File: config.mk
export PLATFORM = sky130hd
export DESIGN_NAME = joystick_drive_mixer_top
export DESIGN_NICKNAME = d
export VERILOG_FILES = /design/src/hdl/jdm_pkg.sv /design/src/hdl/joystick_drive_mixer_top.sv /design/src/hdl/jdm_axis_map.sv
export SDC_FILE = /design/constraint.sdc
export NUM_CORES = 1
export LEC_CHECK = 0
export BUFFER_PORTS_ARGS = -buffer_cell sky130_fd_sc_hd__buf_2
export CAP_MARGIN = 20
export CORE_MARGIN = 4
export CORE_UTILIZATION = 65
export CTS_BUF_LIST = sky130_fd_sc_hd__clkbuf_16
export DETAILED_ROUTE_END_ITERATION = 12
export HOLD_SLACK_MARGIN = 0.1
export PLACE_DENSITY_LB_ADDON = 0.25
export SLEW_MARGIN = 30
export SYNTH_ARGS = -nofsm -noshare
export SYNTH_HDL_FRONTEND = slang
export SYNTH_SLANG_ARGS = --single-unit
File: constraint.sdc
create_clock -name clock -period 28.9 [get_ports clock]
set_input_delay 0 -clock clock [delete_from_list [all_inputs] [get_ports clock]]
set_output_delay 0 -clock clock [all_outputs]
set_load 0.005 [all_outputs]
File: src/hdl/jdm_pkg.sv
// Shared types and constants for the joystick drive mixer.
// No dependencies; imported by every module of the block.
`timescale 1ns / 1ps

package jdm_pkg;

   localparam int unsigned RAW_W     = 12;
   localparam int unsigned CSR_W     = 12;
   localparam int unsigned CSR_IDX_W = 1;
   localparam int unsigned POS_W     = 13;
   localparam int unsigned DUTY_W    = 13;
   localparam int unsigned CASE_W    = 5;

   localparam logic [CSR_IDX_W-1:0] CSR_DEAD_ZONE = 1'b0;
   localparam logic [CSR_IDX_W-1:0] CSR_SNAP      = 1'b1;

   localparam logic [CSR_W-1:0] DEAD_ZONE_RST = 12'd400;
   localparam logic [CSR_W-1:0] SNAP_RST      = 12'd3900;

   // 2*raw+1 minus this gives 2*raw-4095
   localparam logic [RAW_W:0] RAW_MID = 13'd4096;

   localparam int unsigned IDLE_BAND     = 20;
   localparam int unsigned STRAIGHT_BAND = 10;

   localparam logic [CASE_W-1:0] CASE_IDLE       = 5'd0;
   localparam logic [CASE_W-1:0] CASE_FWD        = 5'd1;
   localparam logic [CASE_W-1:0] CASE_BACK       = 5'd2;
   localparam logic [CASE_W-1:0] CASE_SPOT_LEFT  = 5'd3;
   localparam logic [CASE_W-1:0] CASE_SPOT_RIGHT = 5'd4;
   localparam logic [CASE_W-1:0] CASE_OCT_BASE   = 5'd5;
   localparam logic [CASE_W-1:0] CASE_LAST       = 5'd20;
   localparam int unsigned       CASE_COUNT      = 21;

   // Direction bits and per-side duty selectors: |FS*o - a*|x| - b*|y||
   typedef struct packed {
      logic left_dir;
      logic right_dir;
      logic left_o;
      logic left_a;
      logic left_b;
      logic right_o;
      logic right_a;
      logic right_b;
   } drive_sel_type;

   localparam drive_sel_type CASE_TABLE [0:CASE_COUNT-1] = '{
      8'b00000000,                 // idle
      8'b11001001,                 // forward
      8'b00001001,                 // backward
      8'b01010010,                 // spot left
      8'b10010010,                 // spot right
      8'b10101010, 8'b10010101,    // octant 1 inner, outer
      8'b11110001, 8'b11001110,    // octant 2
      8'b11001110, 8'b11110001,    // octant 3
      8'b01010101, 8'b01101010,    // octant 4
      8'b01101010, 8'b01010101,    // octant 5
      8'b00110001, 8'b00001110,    // octant 6
      8'b00001110, 8'b00110001,    // octant 7
      8'b10010101, 8'b10101010     // octant 8
   };

endpackage

File: src/hdl/joystick_drive_mixer_top.sv
// An accepted request is held in the input register, passes the mapping and case
// logic, then loads the response register. Throughput: one transaction per cycle
// while rsp_ready holds; stalls are held in both registers.
// Reset (synchronous, active high) empties both stages and restores
// dead_zone to 400 and snap_threshold to 3900. Depends on jdm_pkg, jdm_axis_map.
`timescale 1ns / 1ps

module joystick_drive_mixer_top import jdm_pkg::*; #(
   parameter int unsigned FULL_SCALE = 4095
) (
   input  logic                    clock,
   input  logic                    reset,
   input  logic                    csr_we,
   input  logic [CSR_IDX_W-1:0]    csr_index,
   input  logic [CSR_W-1:0]        csr_wdata,
   input  logic                    req_valid,
   output logic                    req_ready,
   input  logic [RAW_W-1:0]        req_x_raw,
   input  logic [RAW_W-1:0]        req_y_raw,
   output logic                    rsp_valid,
   input  logic                    rsp_ready,
   output logic                    rsp_left_on,
   output logic                    rsp_right_on,
   output logic [DUTY_W-1:0]       rsp_left_duty,
   output logic [DUTY_W-1:0]       rsp_right_duty,
   output logic [CASE_W-1:0]       rsp_drive_case,
   output logic signed [POS_W-1:0] rsp_x_pos,
   output logic signed [POS_W-1:0] rsp_y_pos
);

   localparam int unsigned FS_W  = $clog2(FULL_SCALE + 1);
   localparam int unsigned MAG_W = (FS_W > RAW_W) ? FS_W : RAW_W;
   localparam int unsigned DW    = MAG_W + 2;

   logic [CSR_W-1:0] dead_zone_ff, snap_ff;
   logic             stg_valid_ff, stg_valid_in;
   logic [RAW_W-1:0] x_raw_ff, y_raw_ff;
   logic             rsp_valid_ff, rsp_valid_in;
   logic             out_load;

   logic                left_on_ff, right_on_ff;
   logic [DUTY_W-1:0]   left_duty_ff, right_duty_ff;
   logic [CASE_W-1:0]   case_ff;
   logic [POS_W-1:0]    x_pos_ff, y_pos_ff;

   logic signed [MAG_W:0] x_pos, y_pos;
   logic [MAG_W-1:0]      ax, ay;
   logic                  x_neg, x_pos_gt, y_neg, y_pos_gt;
   logic [MAG_W:0]        mag_sum;
   logic                  outer;
   logic [2:0]            oct_idx;
   logic [CASE_W-1:0]     drive_case;
   drive_sel_type         sel;
   logic [DUTY_W-1:0]     left_duty, right_duty;

   function automatic logic [DUTY_W-1:0] duty_f(input logic o, input logic a, input logic b,
                                                 input logic [MAG_W-1:0] mx,
                                                 input logic [MAG_W-1:0] my);
      logic [DW-1:0] v;
      logic [DW-1:0] m;
      v = (o ? DW'(FULL_SCALE) : DW'(0)) - (a ? DW'(mx) : DW'(0)) - (b ? DW'(my) : DW'(0));
      m = v[DW-1] ? -v : v;
      return m[DUTY_W-1:0];
   endfunction

   // Config registers
   always_ff @(posedge clock) begin
      if (reset) begin
         dead_zone_ff <= DEAD_ZONE_RST;
         snap_ff      <= SNAP_RST;
      end else if (csr_we) begin
         unique case (csr_index)
            CSR_DEAD_ZONE: dead_zone_ff <= csr_wdata;
            CSR_SNAP:      snap_ff      <= csr_wdata;
            default:       ;
         endcase
      end
   end

   // Handshake
   assign out_load     = !rsp_valid_ff || rsp_ready;
   assign req_ready    = !stg_valid_ff || out_load;
   assign stg_valid_in = req_ready ? req_valid : stg_valid_ff;
   assign rsp_valid_in = out_load ? stg_valid_ff : rsp_valid_ff;

   always_ff @(posedge clock) begin
      if (reset) begin
         stg_valid_ff <= 1'b0;
         rsp_valid_ff <= 1'b0;
      end else begin
         stg_valid_ff <= stg_valid_in;
         rsp_valid_ff <= rsp_valid_in;
      end
   end

   always_ff @(posedge clock) begin
      if (req_valid && req_ready) begin
         x_raw_ff <= req_x_raw;
         y_raw_ff <= req_y_raw;
      end
   end

   jdm_axis_map #(.FULL_SCALE(FULL_SCALE), .MAG_W(MAG_W)) u_map_x (
      .raw            (x_raw_ff),
      .dead_zone      (dead_zone_ff),
      .snap_threshold (snap_ff),
      .pos            (x_pos),
      .pos_mag        (ax)
   );

   jdm_axis_map #(.FULL_SCALE(FULL_SCALE), .MAG_W(MAG_W)) u_map_y (
      .raw            (y_raw_ff),
      .dead_zone      (dead_zone_ff),
      .snap_threshold (snap_ff),
      .pos            (y_pos),
      .pos_mag        (ay)
   );

   // Case selection
   always_comb begin
      x_neg    = x_pos[MAG_W];
      y_neg    = y_pos[MAG_W];
      x_pos_gt = !x_neg && (ax != '0);
      y_pos_gt = !y_neg && (ay != '0);
      mag_sum  = {1'b0, ax} + {1'b0, ay};
      outer    = (mag_sum > (MAG_W + 1)'(FULL_SCALE));
      oct_idx  = 3'd0;

      priority if (ax < MAG_W'(IDLE_BAND) && ay < MAG_W'(IDLE_BAND)) begin
         drive_case = CASE_IDLE;
      end else if (ax < MAG_W'(STRAIGHT_BAND) && y_neg) begin
         drive_case = CASE_FWD;
      end else if (ax < MAG_W'(STRAIGHT_BAND) && y_pos_gt) begin
         drive_case = CASE_BACK;
      end else if (x_neg && ay <= MAG_W'(IDLE_BAND)) begin
         drive_case = CASE_SPOT_LEFT;
      end else if (x_pos_gt && ay <= MAG_W'(IDLE_BAND)) begin
         drive_case = CASE_SPOT_RIGHT;
      end else if (x_pos_gt && y_neg) begin
         oct_idx    = (ax >= ay) ? 3'd0 : 3'd1;
         drive_case = CASE_OCT_BASE + {1'b0, oct_idx, outer};
      end else if (x_neg && y_neg) begin
         oct_idx    = (ay > ax) ? 3'd2 : 3'd3;
         drive_case = CASE_OCT_BASE + {1'b0, oct_idx, outer};
      end else if (x_neg && y_pos_gt) begin
         oct_idx    = (ax > ay) ? 3'd4 : 3'd5;
         drive_case = CASE_OCT_BASE + {1'b0, oct_idx, outer};
      end else if (x_pos_gt && y_pos_gt) begin
         oct_idx    = (ay >= ax) ? 3'd6 : 3'd7;
         drive_case = CASE_OCT_BASE + {1'b0, oct_idx, outer};
      end else begin
         drive_case = CASE_IDLE;
      end

      sel        = CASE_TABLE[drive_case];
      left_duty  = duty_f(sel.left_o, sel.left_a, sel.left_b, ax, ay);
      right_duty = duty_f(sel.right_o, sel.right_a, sel.right_b, ax, ay);
   end

   always_ff @(posedge clock) begin
      if (out_load && stg_valid_ff) begin
         left_on_ff    <= sel.left_dir;
         right_on_ff   <= sel.right_dir;
         left_duty_ff  <= left_duty;
         right_duty_ff <= right_duty;
         case_ff       <= drive_case;
         x_pos_ff      <= x_pos[POS_W-1:0];
         y_pos_ff      <= y_pos[POS_W-1:0];
      end
   end

   assign rsp_valid      = rsp_valid_ff;
   assign rsp_left_on    = left_on_ff;
   assign rsp_right_on   = right_on_ff;
   assign rsp_left_duty  = left_duty_ff;
   assign rsp_right_duty = right_duty_ff;
   assign rsp_drive_case = case_ff;
   assign rsp_x_pos      = $signed(x_pos_ff);
   assign rsp_y_pos      = $signed(y_pos_ff);

endmodule

File: src/hdl/jdm_axis_map.sv
// Maps one raw converter sample to a signed position with dead zone and snap.
// Depends on jdm_pkg.
`timescale 1ns / 1ps

module jdm_axis_map import jdm_pkg::*; #(
   parameter int unsigned FULL_SCALE = 4095,
   parameter int unsigned MAG_W      = 12
) (
   input  logic [RAW_W-1:0]       raw,
   input  logic [CSR_W-1:0]       dead_zone,
   input  logic [CSR_W-1:0]       snap_threshold,
   output logic signed [MAG_W:0]  pos,
   output logic [MAG_W-1:0]       pos_mag
);

   logic [RAW_W:0]   twice_p1;
   logic             neg;
   logic [RAW_W-1:0] raw_mag;

   always_comb begin
      twice_p1 = {raw, 1'b1};
      neg      = ~raw[RAW_W-1];
      if (neg) begin
         raw_mag = RAW_W'(RAW_MID - twice_p1);
      end else begin
         raw_mag = RAW_W'(twice_p1 - RAW_MID);
      end

      if (raw_mag < dead_zone) begin
         pos_mag = '0;
      end else if (raw_mag > snap_threshold) begin
         pos_mag = MAG_W'(FULL_SCALE);
      end else begin
         pos_mag = MAG_W'(raw_mag);
      end

      if (neg) begin
         pos = -$signed({1'b0, pos_mag});
      end else begin
         pos = $signed({1'b0, pos_mag});
      end
   end

endmodule

[Yosys cells after proc, flatten, opt, wreduce, memory -nomap -nowiden]
Memory sizes are Yosys's and may differ from the RTL's.
Cells that the tools add are included.
Widths: inputs -> output; s select.
Storage, ports and cells
  register bits after elaboration: 109
  ROM bits: 256
  bits of input ports: 42
  output and inout port bits: 61
  word-level logic and storage cells: 101
  memories: 1
Operators by class
  $add $sub $neg: 17
  $lt $le $gt $ge: 14
  muxes and demuxes: 31
  bitwise operators: 2
  reduce and logical (&&, ||, !) cells: 23
Memory list
  (name not given): words 32, bits a word 8, read ports 1, clocked after Yosys merged registers in 0, wr ports 0, RTL line joystick_drive_mixer_top.sv:155  | sel = CASE_TABLE[drive_case];
Operator list (number)
  $mux 12: 12
  $mux 13: 4
  $gt 12x12->1: 4
  $mux 5: 9
  $sub 13x13->14: 2
  $neg 12->13: 2
  $neg 13->13: 2
  $sub 12x12->13: 2
  $ge 12x12->1: 2
  $lt 12x12->1: 2
  $lt 12x5->1 const B: 2
  $reduce_bool 12->1: 2
  $sub 1x12->12 const A: 2
  $sub 12x1->12 const B: 2
  $mux 8: 2
  $add 12x12->13: 1
  $gt 13x12->1 const B: 1
  $logic_and 1x1->1: 13
  $le 12x5->1 const B: 1
  $lt 12x4->1 const B: 1
  $add 3x4->5 const A: 2
  $ge 6x6->1 const B: 1
  $not 5->6: 1
  $add 3x2->4 const A: 1
  other kinds (6): 14

[Depth between registers and ports, before layout]
Gate-level depths: netlist (run 1).
  depth in word-level cells: 28
  mapped depth: 59
  gate-level depth less buffers: 52

[By module]
From an unflattened synthesis (run 1), not the netlist that was laid out.
Second synthesis, totals
  cells, all modules: 1031
  area total of the unflattened synthesis: 9316.4 sq um
Modules (own cells, without submodules)
  joystick_drive_mixer_top: instances 1, cells an instance 777, area an instance 7514.7 sq um, sequential area each 3012.9 sq um
  jdm_axis_map: instances 2, cells an instance 127, area an instance 900.9 sq um, sequential area each 0.0 sq um

[Least setup slack after synthesis (run 1)]
Ideal clock, no wire load.
  path kind: reg2reg
  start: register y_raw_ff[11]
  end: register left_duty_ff[1] (netlist: rsp_left_duty[1]) (data pin)
  setup time: 260 ps
  arrival time: 10632 ps
  data required time: 28640 ps
  slack: 18008 ps
  cell stages (with the launch flop): 52
  path buffers: 5
  period minus slack after synthesis: 10892 ps
  cell sequence: edfxtp_1 buf_4 clkbuf_1 buf_1 xnor2_1 ha_1 a21o_1 a21o_1 a2111oi_2 nor2_1 clkbuf_1 or2_2 and2_1 ha_1 a21oi_1 nor2b_1 o21ai_0 nand2b_1 (+16 left out) fa_1 nor2b_1 o21ai_0 a21boi_0 o21ai_0 a21boi_0 o21ai_0 a21boi_0 o21ai_0 a21boi_0 nor2_1 ha_1 nand2_1 a21oi_1 o21ai_0 a22oi_1 clkbuf_1 mux2_2
Between the ends
  word-level cells in the longest chain between the ends: 27
  elaborated cells on any way between the ends: 55
  classes of those cells: add/sub: 9; order compare: 9; mux: 23; bitwise: 1; reduce/logical: 12; memory: 1
Ends and longest elaborated chain
  from (decl): RTL line joystick_drive_mixer_top.sv:37  | logic [RAW_W-1:0] x_raw_ff, y_raw_ff;
  from (signal assigned): RTL line joystick_drive_mixer_top.sv:99  | y_raw_ff <= req_y_raw;
  parallel branches: the longest is 24 deep, another holds $add 12x12->13
  $sub 13x13->14 (*): RTL line joystick_drive_mixer_top.sv:61  | v = (o ? DW'(FULL_SCALE) : DW'(0)) - (a ? DW'(mx) : DW'(0)) - (b ? DW'(my) : DW'(0));
  $neg 13->13: RTL line joystick_drive_mixer_top.sv:62  | m = v[DW-1] ? -v : v;
  $mux 13 (*): RTL line joystick_drive_mixer_top.sv:62
  named net left_duty[1]: RTL line joystick_drive_mixer_top.sv:54  | logic [DUTY_W-1:0] left_duty, right_duty;
  to (signal assigned): RTL line joystick_drive_mixer_top.sv:164  | left_duty_ff <= left_duty;
  to (decl): RTL line joystick_drive_mixer_top.sv:42  | logic [DUTY_W-1:0] left_duty_ff, right_duty_ff;
Mark *: on every way through the listed nets, which the timed path passes. The select of a mux whose other input is x is not followed.
A chain may end at the register's enable or synchronous reset.

[Worst setup path in the final report (run 1)]
  start: register x_raw_ff[11]
  end: register left_duty_ff[1] (netlist: rsp_left_duty[1]) (data pin)
Between the ends
  word-level cells in the longest chain between the ends: 27
  elaborated cells on any way between the ends: 55
  classes of those cells: add/sub: 9; order compare: 9; mux: 23; bitwise: 1; reduce/logical: 12; memory: 1
Ends and longest elaborated chain
  from (decl): RTL line joystick_drive_mixer_top.sv:37
  from (signal assigned): RTL line joystick_drive_mixer_top.sv:98  | x_raw_ff <= req_x_raw;
  parallel branches: the longest is 24 deep, another holds $add 12x12->13
  $sub 13x13->14 (*): RTL line joystick_drive_mixer_top.sv:61
  $neg 13->13: RTL line joystick_drive_mixer_top.sv:62
  $mux 13 (*): RTL line joystick_drive_mixer_top.sv:62
  named net left_duty[1]: RTL line joystick_drive_mixer_top.sv:54
Marks and branches as above.

==> results of run 1 <==
-- per-stage QoR --
step | instance area (µm²) | cells | worst slack, ns | utilization
floorplan | 9130 | 1039 | 18.01 | -
global placement | 9740 | 1287 | 17.55 | 0.705
detailed placement | 9740 | 1287 | 17.34 | 0.705
CTS | 10600 | 1359 | 17.33 | 0.767
global route | 10600 | 1361 | 16.23 | 0.768
finish | 10600 | 1361 | 17.34 | 0.768
-- cell type report --
class | instances | share of cell area
Timing Repair Buffer | 165 | 0.107
Tap cell | 180 | 0.0212
Clock buffer | 9 | 0.0212
Clock inverter | 7 | 0.00672
Inverter | 89 | 0.0315
Multi-Input combinational cell | 802 | 0.531
Antenna cell | 1 | 0.000236
Sequential cell | 108 | 0.282
-- state kept, by name (all words and copies together) (netlist names), 5 cells and up --
name            flops
rsp_drive_case      5
snap_ff            12
y_raw_ff           12
rsp_left_duty      13
rsp_right_duty     13
x_raw_ff           12
dead_zone_ff       11
rsp_y_pos          13
rsp_x_pos          13
-- routing by layer --
metal / wire (µm) / share of wire / global-route usage / vias up
li1: - / - / - / 3966
met5: 0 / 0 / 0 / -
met1: 9580 / 0.40 / 0.368 / 3632
met2: 11200 / 0.47 / 0.498 / 389
met3: 1940 / 0.082 / 0.0526 / 79
met4: 980 / 0.041 / 0.139 / 0
-- cells in the final DEF (no fill, tap or decap), types with 11 or more instances in the layout --
cell,count
ha_1,121
nand2_1,115
buf_2,102
a21oi_1,95
inv_1,86
o21ai_0,85
edfxtp_1,83
nor2_1,63
xnor2_1,57
dlygate4sd3_1,56
dfxtp_1,25
nand3_1,20
a21o_1,17
nand4_1,16
and3_1,16
xor2_1,15
nor3_1,15
or2_2,13
nor2b_1,12
nand2b_1,12
and2_1,11
a211o_1,11
-- cell usage after synthesis (17+ instances only) --
cell,number,area share
ha_1,121,0.17
nand2_1,115,0.047
a21oi_1,95,0.052
inv_1,86,0.035
o21ai_0,85,0.047
edfxtp_1,83,0.27
nor2_1,63,0.026
xnor2_1,57,0.055
clkbuf_1,30,0.012
dfxtp_1,25,0.055
nand3_1,20,0.011
a21o_1,17,0.014
-- worst max-delay path: cells and delay by family, from the launching register on --
kind / cells / cell delay (ns)
and+or+nand+nor: 13 / 1.78
muxes: 1 / 0.41
buffers and inverters: 5 / 1.06
adders and majority gates: 6 / 1.90
DFF: 1 / 0.62
xor gates and xnor gates: 1 / 0.68
AOI/OAI and AO/OA: 22 / 4.86
-- path summary, 6_finish.rpt --
kind                                          to  slack [ns]
worst min register to register        snap_ff[4]        0.47
worst min-delay path                 y_raw_ff[4]        0.35
worst max register to register  rsp_left_duty[1]       17.34
worst max-delay path            rsp_left_duty[1]       17.34
-- cells by family after synthesis --
| kind of cell | count (synthesis) | synth area share |
|---|---|---|
| buffers and inverters | 129 | 0.0560 |
| adder cells (fa/ha/maj) | 125 | 0.175 |
| flip-flops | 108 | 0.328 |
| XOR/XNOR | 73 | 0.0708 |
| multiplexers | 3 | 0.00343 |
| AND/OR/NAND/NOR | 321 | 0.172 |
| AO/OA/AOI/OAI | 280 | 0.195 |
==> impl_metrics.json, run 1 <==
{
  "slew_headroom": 0.320,
  "avgRoutedWirePerCell_um": 17.4,
  "cp-startpoint": "x_raw_ff[11]",
  "ctsResizeCount": 0,
  "synth_fp_nets": 1206,
  "crit_path_frequent_cell": "o21ai_0",
  "die_area_um2": 16000,
  "fin_crit_sh": 0.400,
  "grt_pass1_vias": 7823,
  "synth_area_um2": 9130,
  "dr.pass1.iters": 6,
  "max_cap_violations": 0,
  "max_stage_delay_ns": 0.70,
  "layout-drive-gt1-share": 0.137,
  "cts_setup_buffers": 0,
  "dp_hpwl_um": 16400,
  "yosysSeqAreaShare": 0.328,
  "cp.required_ns": 29.01,
  "critPathSlowestCell": "nor3b_4",
  "multi_input_area_um2": 5640,
  "rsz0062_at_grt": "no",
  "path_class": "flop to flop",
  "grt_pass1_wl_um": 38000,
  "vias_per_cell": 5.93,
  "cts_num_sinks": 108,
  "core_area_um2": 13800,
  "rows": 43,
  "cts.hold.buffers_added": 56,
  "ys_seq_elements": 108,
  "initial_core_util": 0.660,
  "ios": 103,
  "drt-total-wl_um": 23700,
  "htreeDepth": 3,
  "cts_buffer_depth": 2,
  "start_kind": "flop",
  "num_vias": 8066,
  "worst_skew_pair.late_latency_ns": 0.36,
  "r2r_start": "x_raw_ff[11]",
  "hold_start": "req_y_raw[4]",
  "antenna_found_initial": 1,
  "finalSetupViolations": 0,
  "root_buffer": "clkbuf_16",
  "ys_warn_count": 0,
  "area_growth_pct": 16.3,
  "synth_cell_type_count": 75,
  "port_buffers": 102,
  "hold_depth": 2,
  "grt_overflow": 0,
  "ant_nets": 0,
  "layout.nets": 1342,
  "crit_fanout": 24,
  "min_period_ns": 11.56,
  "cts_buffers": 9,
  "clock.fmax_ghz": 0.0865,
  "tns_ns": 0,
  "min_path_type": "primary input to flop",
  "slew_violations": 0,
  "die-height_um": 127,
  "regArea_um2": 2990,
  "drcViolationCount": 0,
  "status": "finished clean",
  "tightest_slew_ns": 1.01,
  "clk_transition_reported_paths_ns": 0.07,
  "syn_inst": 1039,
  "skew_ns": 0.0135,
  "avgSynthCellArea_um2": 8.79,
  "place.gp.congestion": 0.930,
  "synth-edff-count": 83,
  "ff2ff_path_depth": 48,
  "grt_max_degree": 52,
  "ys_dominant_reg_cell": "edfxtp_1",
  "synth_async_sr_flop_share": 0,
  "finalHoldViolations": 0,
  "whs_ns": 0.352,
  "cts_tree": "yes",
  "drt-initial-drc-count": 709,
  "fp.dieW_um": 127,
  "crit_path_end_kind": "flop",
  "worst_ep_arrival_time_ns": 11.67,
  "fill_cells": 916,
  "grt_usage": 0.296
}
Power of run 1 is left out: the tool's default activity adds up to more than one toggle a clock period on the data nets, which glitch-free logic cannot reach.
==> run 2, diff against run 1 <==
--- a/config.mk
+++ b/config.mk
@@ -5,10 +5,11 @@
 export SDC_FILE = /design/constraint.sdc
 export NUM_CORES = 1
 export LEC_CHECK = 0
+export ABC_AREA = 1
 export BUFFER_PORTS_ARGS = -buffer_cell sky130_fd_sc_hd__buf_2
 export CAP_MARGIN = 20
 export CORE_MARGIN = 4
-export CORE_UTILIZATION = 65
+export CORE_UTILIZATION = 55
 export CTS_BUF_LIST = sky130_fd_sc_hd__clkbuf_16
 export DETAILED_ROUTE_END_ITERATION = 12
 export HOLD_SLACK_MARGIN = 0.1
==> constraint.sdc (replaced) <==
create_clock -name clock -period 10.25 [get_ports clock]
set_input_delay 0 -clock clock [delete_from_list [all_inputs] [get_ports clock]]
set_output_delay 0 -clock clock [all_outputs]
set_load 0.005 [all_outputs]
==> impl_metrics.json, run 2 <==
{
  "status": "finished clean",
  "worst_skew_pair.late_latency_ns": 0.37,
  "grt_max_degree": 60,
  "synthTopCellsByCount": "nand2_1, inv_1, ha_1, a21oi_1, edfxtp_1",
  "avgSynthCellArea_um2": 7.75,
  "dr.pass1.iters": 7,
  "worst_ep_arrival_time_ns": 9.42,
  "regArea_um2": 2990,
  "clk_transition_reported_paths_ns": 0.08,
  "drcViolationCount": 0,
  "skew_ns": 0.0113,
  "layout-drive-gt1-share": 0.153,
  "crit_path_end_kind": "flop",
  "tns_ns": 0,
  "fin_crit_sh": 0.908,
  "die-height_um": 140,
  "initial_core_util": 0.569,
  "r2r_start": "y_raw_ff[11]",
  "met1_usage": 0.291,
  "synth_cell_type_count": 52,
  "multi_input_area_um2": 5700,
  "synth_async_sr_flop_share": 0,
  "final_util": 0.655,
  "crit_path_frequent_cell": "nand2_1",
  "synth_area_um2": 9570,
  "die_area_um2": 19600,
  "cts_buffers": 9,
  "place.gp.congestion": 0.878,
  "port_buffers": 102,
  "finalSetupViolations": 0,
  "synth_top_area_cell": "edfxtp_1",
  "yosysSeqAreaShare": 0.313,
  "fill_cells": 1417,
  "antenna_found_initial": 0,
  "min_path_type": "primary input to flop",
  "reg2reg_setup_slack_ns": 0.94,
  "grt_pass1_vias": 8139,
  "ys_warn_count": 0,
  "grt.busiest_layer": "met2",
  "fp.dieW_um": 140,
  "met2_usage": 0.426,
  "critPathSlowestCell": "edfxtp_1",
  "hold_start": "req_x_raw[1]",
  "ant_nets": 0,
  "r2r-end": "rsp_left_duty[9]",
  "grt_overflow": 0,
  "cts_buffer_depth": 2,
  "cp.required_ns": 10.37,
  "ios": 103,
  "core_area_um2": 16800,
  "grt_pass1_wl_um": 38100,
  "final_common_cell": "nand2_1",
  "synthDominantCellAreaShare": 0.261,
  "max_stage_delay_ns": 0.46,
  "final_cell_mix": "nand2_1, inv_1, ha_1",
  "yosysMostFrequentCell": "nand2_1",
  "syn_inst": 1235,
  "finalHoldViolations": 0,
  "ys_seq_elements": 108,
  "hold_depth": 2,
  "num_vias": 8429,
  "rows": 47,
  "diodes": 0,
  "htreeDepth": 3,
  "slew_headroom": 0.402,
  "min_period_ns": 9.31,
  "met3_usage": 0.0312,
  "synth-edff-count": 83,
  "drt-total-wl_um": 23200,
  "avgRoutedWirePerCell_um": 14.5,
  "area_growth_pct": 15.1,
  "ff2ff_path_depth": 55,
  "start_kind": "flop",
  "grt_usage": 0.239,
  "ys_dominant_reg_cell": "edfxtp_1",
  "slew_violations": 0,
  "worstHoldEndpoint": "x_raw_ff[1]",
  "dp_hpwl_um": 17700,
  "tightest_slew_ns": 0.892,
  "synth_fp_nets": 1402,
  "cts_num_sinks": 108,
  "vias_per_cell": 5.26,
  "root_buffer": "clkbuf_16",
  "clock.fmax_ghz": 0.107,
  "crit_fanout": 20,
  "cts_tree": "yes",
  "layout.nets": 1544,
  "path_class": "flop to flop",
  "drt-initial-drc-count": 497,
  "netlist_top_cells_area": "edfxtp_1, ha_1, nand2_1",
  "max_cap_violations": 0
}
==> run 2: changes by cell type after synthesis, sizes merged, moves of 12 or more <==
cell    change
nand2     +216
inv       +110
xnor2      -46
o21ai      -39
xor2       +31
nand3      +26
nor2       +24
clkbuf     -22
and3       -16
nor2b      -14
a21o       -13
nand2b     -12
==> run 2: worst max-delay path by stage <==
stage,end,cells after the start,from
2_1_floorplan,rsp_left_duty[9],61,y_raw_ff[11]
3_3_place_gp,rsp_left_duty[9],56,y_raw_ff[11]
3_5_place_dp,rsp_left_duty[9],57,y_raw_ff[11]
4_1_cts,rsp_left_duty[9],56,y_raw_ff[11]
5_1_grt,rsp_left_duty[9],56,y_raw_ff[11]
6_report,rsp_left_duty[9],55,y_raw_ff[11]
==> run 2: cells by family after synthesis <==
logic type | Yosys count | share of synthesized area
buffers and inverters | 222 | 0.0937
adder cells (fa/ha/maj) | 125 | 0.167
flip-flops | 108 | 0.313
AO/OA/AOI/OAI | 204 | 0.126
AND/OR/NAND/NOR | 518 | 0.248
XOR/XNOR | 58 | 0.0531
==> run 2: repair_timing <==
item / 4_1_cts / 5_1_grt
gates resized for setup: 0 / 4
hold buffers: 45 / 0
buffers inserted: 0 / 1
setup endpoints to repair: 0 / 13
hold endpoints to repair: 49 / 0
==> run 2: critical path, delay by kind of cell (launching register included) <==
family / cells / cell delay, ns
adders and majority gates: 7 / 2.13
DFF: 1 / 0.46
AOI/OAI and AO/OA: 12 / 2.20
xor gates and xnor gates: 2 / 0.28
and+or+nand+nor: 23 / 2.68
buffers and inverters: 11 / 1.27
==> run 2: per-layer routing <==
layer | wire (µm) | part of all wire | vias up
met5 | 0 | 0 | -
met4 | 718 | 0.031 | 0
met3 | 1070 | 0.046 | 46
met2 | 11500 | 0.49 | 222
met1 | 9930 | 0.43 | 3838
li1 | - | - | 4323
==> run 2: through the flow <==
| step | instances | setup WS [ns] | instance area (µm²) | hold slack (ns) |
|---|---|---|---|---|
| after floorplan | 1235 | 0.999 | 9570 | 0.0691 |
| final | 1602 | 0.943 | 11000 | 0.340 |
| after global placement | 1540 | 0.805 | 10300 | 0.176 |
| after detailed placement | 1540 | 0.340 | 10300 | 0.178 |
| after CTS | 1601 | 0.273 | 11000 | 0.325 |
| after global routing | 1602 | -0.0166 | 11000 | 0.341 |
==> run 2: cell type report <==
class	count	share of cell area
tap	220	0.0250
clock buffer	9	0.0205
timing repair buffer	153	0.0914
multi-input combinational	905	0.518
inverter	200	0.0682
sequential	108	0.272
clock inverter	7	0.00500
Power of run 2 is left out for the same reason.
